## config.mk

```make
export PLATFORM = sky130hd
export DESIGN_NAME = melody_tone_sequencer_core
export DESIGN_NICKNAME = d
export VERILOG_FILES = /design/src/mts_pkg.sv /design/src/melody_tone_sequencer_core.sv
export SDC_FILE = /design/constraint.sdc
export NUM_CORES = 2
export LEC_CHECK = 0
export BUFFER_PORTS_ARGS = -buffer_cell sky130_fd_sc_hd__buf_2
export CAP_MARGIN = 10
export CELL_PAD_IN_SITES_DETAIL_PLACEMENT = 0
export CELL_PAD_IN_SITES_GLOBAL_PLACEMENT = 1
export CORE_MARGIN = 10
export CORE_UTILIZATION = 51
export CTS_CLUSTER_DIAMETER = 50
export DETAILED_ROUTE_END_ITERATION = 8
export PLACE_DENSITY = 0.84
export SLEW_MARGIN = 10
export SYNTH_ARGS = -nofsm -noshare
export SYNTH_HDL_FRONTEND = slang
export SYNTH_SLANG_ARGS = --single-unit
```

## constraint.sdc

```tcl
create_clock -name clk_i -period 4.9 [get_ports clk_i]
set_input_delay 0 -clock clk_i [delete_from_list [all_inputs] [get_ports clk_i]]
set_output_delay 0 -clock clk_i [all_outputs]
set_load 0.02 [all_outputs]
```

## src/mts_pkg.sv

```systemverilog
// ----------------------------------------------------------------------------
// mts_pkg: shared types and constants of the melody tone sequencer
// Beat payload structs, operation codes and the fixed arithmetic constants
// used by the core and its checker.
// ----------------------------------------------------------------------------
package mts_pkg;

  localparam int unsigned DEF_MAX_NOTES = 64;
  localparam int unsigned GAP_TICKS     = 20;

  localparam int unsigned OP_W     = 2;
  localparam int unsigned SLOT_W   = 6;
  localparam int unsigned FREQ_W   = 16;
  localparam int unsigned DUR_W    = 16;
  localparam int unsigned SAMPLE_W = 12;
  localparam int unsigned CMP_W    = 6;
  localparam int unsigned PSC_W    = 16;
  localparam int unsigned LEN_W    = 7;

  localparam logic [OP_W-1:0] OP_TICK  = 2'd0;
  localparam logic [OP_W-1:0] OP_WRITE = 2'd1;
  localparam logic [OP_W-1:0] OP_START = 2'd2;

  localparam int unsigned CLOCK_HZ        = 45000000;
  localparam int unsigned RELOAD_PLUS_ONE = 1024;
  // floor(floor(a/b)/c) == floor(a/(b*c)), so fold the reload into the dividend
  localparam int unsigned TONE_DIVIDEND   = CLOCK_HZ / RELOAD_PLUS_ONE;
  localparam int unsigned VOLUME_SCALE    = 50;
  localparam int unsigned ADC_FULL        = 4095;
  localparam int unsigned ADC_FULL_W      = 12;
  localparam int unsigned CMP_MAX         = 50;

  // Dividend width of the bit-serial dividers: sample*50 needs 18 bits
  localparam int unsigned DIV_W = 18;

  typedef struct packed {
    logic [OP_W-1:0]     op;
    logic [SLOT_W-1:0]   note_slot;
    logic [FREQ_W-1:0]   note_frequency;
    logic [DUR_W-1:0]    note_duration;
    logic [SAMPLE_W-1:0] adc_sample;
  } mts_in_t;

  typedef struct packed {
    logic [CMP_W-1:0]  compare_value;
    logic              compare_write;
    logic [PSC_W-1:0]  prescaler;
    logic              prescaler_write;
    logic [SLOT_W-1:0] current_index;
  } mts_out_t;

endpackage

```

## src/melody_tone_sequencer_core.sv

```systemverilog
// ----------------------------------------------------------------------------
// melody_tone_sequencer_core: tick-driven melody sequencer
// Holds a note table, plays it note by note on ticks with a silent gap
// between notes, and works out PWM compare and tone prescaler per note.
// ----------------------------------------------------------------------------
// Every input beat gives exactly one output beat. Writes, start commands,
// ignored ticks and ticks that only count down or open a gap are decoded in
// S_EXEC, and their result is loaded into the output register from S_DONE.
// A tick that starts a note issues the note table read in S_EXEC, loads the
// dividers in S_READ, runs the bit-serial dividers in S_DIV (tone prescaler,
// volume scaling and the index wrap all share one 18-step sequence), forms
// the result in S_FIN and loads the output register from S_DONE. A beat holds
// the core until its result has entered the output register; a new beat is
// accepted from the cycle after that, even while the result waits there;
// a result that finds the output register still full holds the input off until
// the register drains. The length register is written only while the core is
// idle. The note table has no reset; playing a slot never written gives
// undefined frequency and duration.
// melody_length 0 behaves as 1 and values above MaxNotes behave as MaxNotes.
module melody_tone_sequencer_core #(
  parameter int unsigned MaxNotes = mts_pkg::DEF_MAX_NOTES
) (
  input  logic                        clk_i,
  input  logic                        rst_ni,
  input  logic                        in_valid_i,
  output logic                        in_ready_o,
  input  mts_pkg::mts_in_t            in_data_i,
  output logic                        out_valid_o,
  input  logic                        out_ready_i,
  output mts_pkg::mts_out_t           out_data_o,
  input  logic                        cfg_valid_i,
  output logic                        cfg_ready_o,
  input  logic [mts_pkg::LEN_W-1:0]   cfg_data_i
);

  localparam int unsigned AW     = $clog2(MaxNotes);
  localparam int unsigned LW     = $clog2(MaxNotes + 1);
  localparam int unsigned DIV_W  = mts_pkg::DIV_W;
  localparam int unsigned STEP_W = $clog2(DIV_W);
  localparam int unsigned IDX_W  = mts_pkg::SLOT_W;
  localparam int unsigned FREQ_W = mts_pkg::FREQ_W;
  localparam int unsigned DUR_W  = mts_pkg::DUR_W;
  localparam int unsigned CMP_W  = mts_pkg::CMP_W;
  localparam int unsigned PSC_W  = mts_pkg::PSC_W;
  localparam int unsigned ADC_W  = mts_pkg::ADC_FULL_W;

  typedef enum logic [2:0] {
    S_IDLE,
    S_EXEC,
    S_READ,
    S_DIV,
    S_FIN,
    S_DONE
  } state_e;

  typedef struct packed {
    logic [FREQ_W-1:0] freq;
    logic [DUR_W-1:0]  dur;
  } note_t;

  // Control state
  state_e                    state_q;
  logic [AW-1:0]             play_index_q;
  logic [DUR_W-1:0]          countdown_q;
  logic                      in_gap_q;
  logic                      playing_q;
  logic [mts_pkg::LEN_W-1:0] len_q;
  logic [STEP_W-1:0]         step_q;
  logic                      out_valid_q;
  mts_pkg::mts_out_t         out_data_q;
  mts_pkg::mts_out_t         res_q;

  // Payload and datapath
  mts_pkg::mts_in_t          item_q;
  note_t                     note_mem [MaxNotes];
  note_t                     rd_q;

  logic [DIV_W-1:0]          psc_num_q;
  logic [FREQ_W-1:0]         psc_rem_q;
  logic [PSC_W-1:0]          psc_quo_q;
  logic [DIV_W-1:0]          cmp_num_q;
  logic [ADC_W-1:0]          cmp_rem_q;
  logic [CMP_W-1:0]          cmp_quo_q;
  logic [DIV_W-1:0]          mod_num_q;
  logic [LW-1:0]             mod_rem_q;

  logic                      in_acc;
  logic                      slot_ok;
  logic                      mem_we;
  logic                      note_start;
  logic                      out_load;
  logic [LW-1:0]             eff_len;
  mts_pkg::mts_out_t         exec_res;
  mts_pkg::mts_out_t         fin_res;

  logic [FREQ_W:0]           psc_trial;
  logic                      psc_ge;
  logic [FREQ_W-1:0]         psc_rem_d;
  logic [ADC_W:0]            cmp_trial;
  logic                      cmp_ge;
  logic [ADC_W-1:0]          cmp_rem_d;
  logic [LW:0]               mod_trial;
  logic                      mod_ge;
  logic [LW-1:0]             mod_rem_d;

  assign in_ready_o  = (state_q == S_IDLE);
  assign in_acc      = in_valid_i && in_ready_o;
  // Take a new length only between beats
  assign cfg_ready_o = (state_q == S_IDLE);
  assign out_valid_o = out_valid_q;
  assign out_data_o  = out_data_q;

  // A write beyond the table is dropped
  assign slot_ok    = (32'(item_q.note_slot) < MaxNotes);
  assign mem_we     = (state_q == S_EXEC) && (item_q.op == mts_pkg::OP_WRITE) && slot_ok;
  // Countdown expired at the end of a gap: fetch the next note
  assign note_start = (state_q == S_EXEC) && (item_q.op == mts_pkg::OP_TICK) && playing_q
                      && (countdown_q == '0) && in_gap_q;
  // Move the finished result into the output register once it is free
  assign out_load   = (state_q == S_DONE) && (!out_valid_q || out_ready_i);

  // Clamp the programmed length into 1..MaxNotes
  always_comb begin
    if (len_q == '0) begin
      eff_len = LW'(1);
    end else if (32'(len_q) > MaxNotes) begin
      eff_len = LW'(MaxNotes);
    end else begin
      eff_len = LW'(len_q);
    end
  end

  // Result of a beat that needs no division
  always_comb begin
    exec_res               = '0;
    exec_res.current_index = IDX_W'(play_index_q);
    case (item_q.op)
      mts_pkg::OP_START: begin
        exec_res.current_index = '0;
      end
      mts_pkg::OP_TICK: begin
        // opening the gap silences the output
        exec_res.compare_write = playing_q && (countdown_q == '0) && !in_gap_q;
      end
      default: begin
      end
    endcase
  end

  // Result of a note start, formed from the divider outputs
  always_comb begin
    fin_res               = '0;
    fin_res.compare_write = 1'b1;
    fin_res.current_index = IDX_W'(mod_rem_q);
    if (rd_q.freq != '0) begin
      fin_res.compare_value   = cmp_quo_q;
      fin_res.prescaler       = (psc_quo_q == '0) ? '0 : psc_quo_q - PSC_W'(1);
      fin_res.prescaler_write = 1'b1;
    end
  end

  // Restoring division steps, one quotient bit per cycle for each divider
  always_comb begin
    psc_trial = {psc_rem_q, psc_num_q[DIV_W-1]};
    psc_ge    = (psc_trial >= {1'b0, rd_q.freq});
    psc_rem_d = psc_ge ? FREQ_W'(psc_trial - {1'b0, rd_q.freq}) : FREQ_W'(psc_trial);

    cmp_trial = {cmp_rem_q, cmp_num_q[DIV_W-1]};
    cmp_ge    = (cmp_trial >= (ADC_W + 1)'(mts_pkg::ADC_FULL));
    cmp_rem_d = cmp_ge ? ADC_W'(cmp_trial - (ADC_W + 1)'(mts_pkg::ADC_FULL))
                       : ADC_W'(cmp_trial);

    mod_trial = {mod_rem_q, mod_num_q[DIV_W-1]};
    mod_ge    = (mod_trial >= {1'b0, eff_len});
    mod_rem_d = mod_ge ? LW'(mod_trial - {1'b0, eff_len}) : LW'(mod_trial);
  end

  // Note table: one write port, one registered read port
  always_ff @(posedge clk_i) begin
    if (mem_we) begin
      note_mem[AW'(item_q.note_slot)] <= '{freq: item_q.note_frequency,
                                           dur:  item_q.note_duration};
    end
    if (note_start) begin
      rd_q <= note_mem[play_index_q];
    end
  end

  // Item capture and the three bit-serial dividers
  always_ff @(posedge clk_i) begin
    if (in_acc) begin
      item_q <= in_data_i;
    end
    case (state_q)
      S_READ: begin
        psc_num_q <= DIV_W'(mts_pkg::TONE_DIVIDEND);
        psc_rem_q <= '0;
        psc_quo_q <= '0;
        cmp_num_q <= DIV_W'(item_q.adc_sample) * DIV_W'(mts_pkg::VOLUME_SCALE);
        cmp_rem_q <= '0;
        cmp_quo_q <= '0;
        mod_num_q <= DIV_W'(play_index_q) + DIV_W'(1);
        mod_rem_q <= '0;
      end
      S_DIV: begin
        psc_num_q <= psc_num_q << 1;
        psc_rem_q <= psc_rem_d;
        psc_quo_q <= {psc_quo_q[PSC_W-2:0], psc_ge};
        cmp_num_q <= cmp_num_q << 1;
        cmp_rem_q <= cmp_rem_d;
        cmp_quo_q <= {cmp_quo_q[CMP_W-2:0], cmp_ge};
        mod_num_q <= mod_num_q << 1;
        mod_rem_q <= mod_rem_d;
      end
      default: begin
      end
    endcase
  end

  // Sequencer state, playback state and the output register
  always_ff @(posedge clk_i or negedge rst_ni) begin
    if (!rst_ni) begin
      state_q      <= S_IDLE;
      play_index_q <= '0;
      countdown_q  <= '0;
      in_gap_q     <= 1'b0;
      playing_q    <= 1'b0;
      len_q        <= mts_pkg::LEN_W'(1);
      step_q       <= '0;
      out_valid_q  <= 1'b0;
      out_data_q   <= '0;
      res_q        <= '0;
    end else begin
      if (cfg_valid_i && cfg_ready_o) begin
        len_q <= cfg_data_i;
      end
      if (out_load) begin
        out_valid_q <= 1'b1;
        out_data_q  <= res_q;
      end else if (out_ready_i) begin
        out_valid_q <= 1'b0;
      end

      case (state_q)
        S_IDLE: begin
          if (in_acc) begin
            state_q <= S_EXEC;
          end
        end

        S_EXEC: begin
          res_q   <= exec_res;
          // a tick at the end of the gap goes on to fetch the note
          state_q <= note_start ? S_READ : S_DONE;
          case (item_q.op)
            mts_pkg::OP_START: begin
              play_index_q <= '0;
              countdown_q  <= '0;
              in_gap_q     <= 1'b0;
              playing_q    <= 1'b1;
            end
            mts_pkg::OP_TICK: begin
              if (!playing_q) begin
                // ticks before the first start are ignored
              end else if (countdown_q != '0) begin
                countdown_q <= countdown_q - DUR_W'(1);
              end else if (!in_gap_q) begin
                // open the silent gap between notes
                in_gap_q    <= 1'b1;
                countdown_q <= DUR_W'(mts_pkg::GAP_TICKS);
              end
            end
            default: begin
              // note writes and unknown codes leave playback alone
            end
          endcase
        end

        S_READ: begin
          countdown_q <= rd_q.dur;
          in_gap_q    <= 1'b0;
          step_q      <= '0;
          state_q     <= S_DIV;
        end

        S_DIV: begin
          step_q <= step_q + STEP_W'(1);
          if (step_q == STEP_W'(DIV_W - 1)) begin
            state_q <= S_FIN;
          end
        end

        S_FIN: begin
          play_index_q <= AW'(mod_rem_q);
          res_q        <= fin_res;
          state_q      <= S_DONE;
        end

        S_DONE: begin
          // hold the result until the output register is free
          if (out_load) begin
            state_q <= S_IDLE;
          end
        end

        default: begin
          state_q <= S_IDLE;
        end
      endcase
    end
  end

endmodule

```

==> impl_metrics.tcl <==
set metrics [dict create \
    status "finished clean" \
    path_clk_slew_ns 0.06 \
    fin_ws_ns 0.938 \
    timing.final.crit_share_pct 80.8 \
    synth_adder_area_share_pct 1.15 \
    vias 47300 \
    relSlewSlack_pct 26.0 \
    r2r_end "note_mem[51][16]$_DFFE_PP_" \
    die_w_um 444 \
    crit_arrival_ns 4.44 \
    clk_latency_ns 0.86 \
    ir_drop_uv 515 \
    grt_pass1_vias 48200 \
    post_cts_buffers 0 \
    syn_avg_cell_area_um2 21.4 \
    final_nets 4851 \
    crit_required_ns 5.38 \
    slew_violations 0 \
    ctsHoldBuffers 131 \
    ys_types 62 \
    hold_viol 0 \
    p_leak_nw 34.0 \
    synth_top_flop_cell "edfxtp_1" \
    end_kind "register" \
    grt_pass1_wl_um 341000 \
    die_h_um 444 \
    place_ws_ns 1.14 \
    viasPerCell 6.52 \
    drcViolationCount 0 \
    htreeDepth 4 \
    cts_buffers 224 \
    min-delay-start "out_ready_i" \
    synthSimpleGateAreaFrac_pct 2.75 \
    critPathMaxFanout 22 \
    synth.cell_area_um2 91700 \
    grt_use_total_pct 23.4 \
    reg2reg_depth 8 \
    cts-root-buf "clkbuf_16" \
    cts_tree "built" \
    synth_top_family_by_area "multiplexers" \
    grt_max_degree 84 \
    hold_end "out_valid_o$_DFFE_PN0P_" \
    antenna_found_initial 5 \
    cts_buffer_depth 3 \
    drv_cap 0 \
    die-area_um2 197000 \
    rsz0062_at_grt "no" \
    p_per_area_nw_per_um2 534 \
    overflow 0 \
    drive_gt1_share_pct 27.3 \
    path_class "register to register" \
    totalWireLength_um 233000 \
    first_pass_iters 8 \
    rows 155 \
    core_area_um2 179000 \
    async_reset_ff_share_pct 4.02 \
    rr_startpoint "state_q[2]$_DFFE_PN0P_" \
    place_hpwl_um 122000 \
    worstMarginPinSlew_ns 1.10 \
    place_congestion 0.819 \
    drtIter0Drc 6678 \
    syn2layout_area_growth_pct 14.5 \
    final.min_clock_period_ns 3.96 \
    portBuffers 96 \
    reg2reg_slack_ns 0.94 \
    antenna_left 0 \
    wl_per_cell_um 32.1 \
    finClkSkew_ns 0.0629 \
    min_path_type "primary input to register" \
    muxShareOfSynthArea_pct 16.0 \
    layout.cells.most_common_list "edfxtp_1 (2242), mux4_2 (608), clkbuf_16 (228), buf_4 (161), dlygate4sd3_1 (130)" \
    io_pins 97 \
    synth-seq-cells 2336 \
    yosysSeqAreaShare_pct 76.0 \
    yosys_warnings 0 \
    cp-start-kind "register" \
    synth-compound-area-share_pct 2.19 \
    fmax_mhz 252 \
    setup_viol 0 \
    cts.sinks 2336 \
    hold_depth 4 \
    synth_enable_flop_cells 2242 \
    syn_nets 4430 \
    cts.repair.resized 0 \
    initial_core_util_pct 51.3 \
    setup-tns-final_ns 0 \
    synth_cells 4287 \
    final_common_cell "edfxtp_1" \
    synthXorXnorAreaFrac_pct 0.516 \
]
layout make-up:
| type | count | area, um^2 |
|---|---|---|
| fillers | 12000 | 73700 |
| flip-flops and latches | 2336 | 69700 |
| multi-input cells | 1669 | 21300 |
| clock buffers | 265 | 5870 |
| repair buffers | 416 | 3590 |
| well taps | 2355 | 2950 |
| clock inverters | 152 | 1330 |
| inverters | 61 | 231 |
| diodes | 1 | 2.50 |
how the worst max path moves through the flow:
| stage | endpoint | from | slack (ns) | cells after the start |
|---|---|---|---|---|
| 6_report | note_mem[51][16]$_DFFE_PP_ | state_q[2]$_DFFE_PN0P_ | 0.94 | 8 |
| 5_1_grt | note_mem[51][16]$_DFFE_PP_ | state_q[2]$_DFFE_PN0P_ | 0.80 | 8 |
| 4_1_cts | note_mem[51][26]$_DFFE_PP_ | state_q[2]$_DFFE_PN0P_ | 1.11 | 8 |
| 2_1_floorplan | mod_num_q[10]$_SDFFCE_PN0P_ | state_q[2]$_DFFE_PN0P_ | 0.29 | 5 |
| 3_5_place_dp | note_mem[61][18]$_DFFE_PP_ | state_q[2]$_DFFE_PN0P_ | 1.14 | 8 |
| 3_3_place_gp | note_mem[61][27]$_DFFE_PP_ | state_q[2]$_DFFE_PN0P_ | 1.19 | 8 |
logic make-up (layout without fill, tap and decap cells):
group                    after synthesis  after routing
other                                  0              1
multiplexers                         705            705
XOR/XNOR                              54             54
flip-flops                          2336           2336
AO/OA/AOI/OAI                        307            307
adder cells (fa/ha/maj)               79             79
buffers and inverters                282            894
AND/OR/NAND/NOR                      524            524
synth_stat cells, types with 6 or more instances:
| master | n | area, um^2 |
|---|---|---|
| a211oi_1 | 12 | 90.1 |
| a21o_1 | 17 | 128 |
| a21oi_1 | 47 | 235 |
| a22o_1 | 16 | 140 |
| a22oi_1 | 51 | 383 |
| and2_1 | 6 | 37.5 |
| and3_1 | 46 | 288 |
| buf_1 | 25 | 93.8 |
| buf_2 | 53 | 265 |
| buf_4 | 18 | 135 |
| clkbuf_1 | 120 | 450 |
| dfrtp_1 | 93 | 2330 |
| edfxtp_1 | 2242 | 67300 |
| fa_1 | 9 | 180 |
| ha_1 | 70 | 876 |
| inv_1 | 60 | 225 |
| mux2_2 | 37 | 417 |
| mux2i_1 | 60 | 601 |
| mux4_2 | 608 | 13700 |
| nand2_1 | 118 | 443 |
| nand2b_1 | 38 | 238 |
| nand3_1 | 39 | 195 |
| nand3b_1 | 18 | 135 |
| nand4_1 | 15 | 93.8 |
| nor2_1 | 174 | 653 |
| nor2b_1 | 12 | 75.1 |
| nor3_1 | 25 | 125 |
| nor4_1 | 12 | 75.1 |
| o211ai_1 | 18 | 135 |
| o21a_1 | 6 | 45.0 |
| o21ai_0 | 64 | 320 |
| o21ai_1 | 10 | 50.1 |
| o21bai_1 | 6 | 45.0 |
| o22ai_1 | 37 | 231 |
| xnor2_1 | 30 | 263 |
| xor2_1 | 24 | 210 |
per-stage QoR:
stage	cell area, um^2	instances	utilization, %	power [mW]	hold slack (ns)
after floorplan	91700	4287	-	34.2	-0.296
after global placement	96400	6706	54.0	38.7	-0.0701
after detailed placement	96400	6706	54.0	38.9	-0.0648
after CTS	105000	7254	58.7	56.0	0.0491
after global routing	105000	7255	58.7	57.8	0.117
final	105000	7255	58.7	56.0	0.107
metal layers:
layer  global-route usage, %  up-vias  part of all wire [%]
li1                        -    18700                     -
met1                    30.7    24700                    35
met2                    38.1     3303                    49
met3                    5.98      616                    12
met4                    8.85        8                   4.2
met5                       0        -                 0.040
critical path, stage by stage (launching register included):
cell and delay, ns:
dfrtp_1 0.48, or3b_2 0.55, nor2_1 0.62, nand3_1 0.18
inv_1 0.16, nand3b_1 0.40, buf_4 0.35, nor2_4 0.38
buf_4 0.49
where the power goes:
part | leakage (nW) | internal, mW | switching (mW) | total [mW]
clock | 3.52 | 9.43 | 7.60 | 17.0
combinational | 8.91 | 6.83 | 8.42 | 15.3
sequential | 21.6 | 23.0 | 0.682 | 23.7
total | 34.0 | 39.3 | 16.7 | 56.0
state kept, by name, indices dropped and copies added (netlist names):
register      count
note_mem       2048
len_q             7
in_gap_q          1
cmp_rem_q        12
mod_rem_q         7
psc_num_q        18
countdown_q      16
cmp_num_q        17
item_q           52
playing_q         1
cmp_quo_q         6
step_q            5
out_data_o       30
state_q           3
play_index_q      6
res_q            24
psc_quo_q        16
mod_num_q        18
out_valid_o       1
rd_q             32
psc_rem_q        16
No activity file was read; power rests on OpenSTA's default activity.
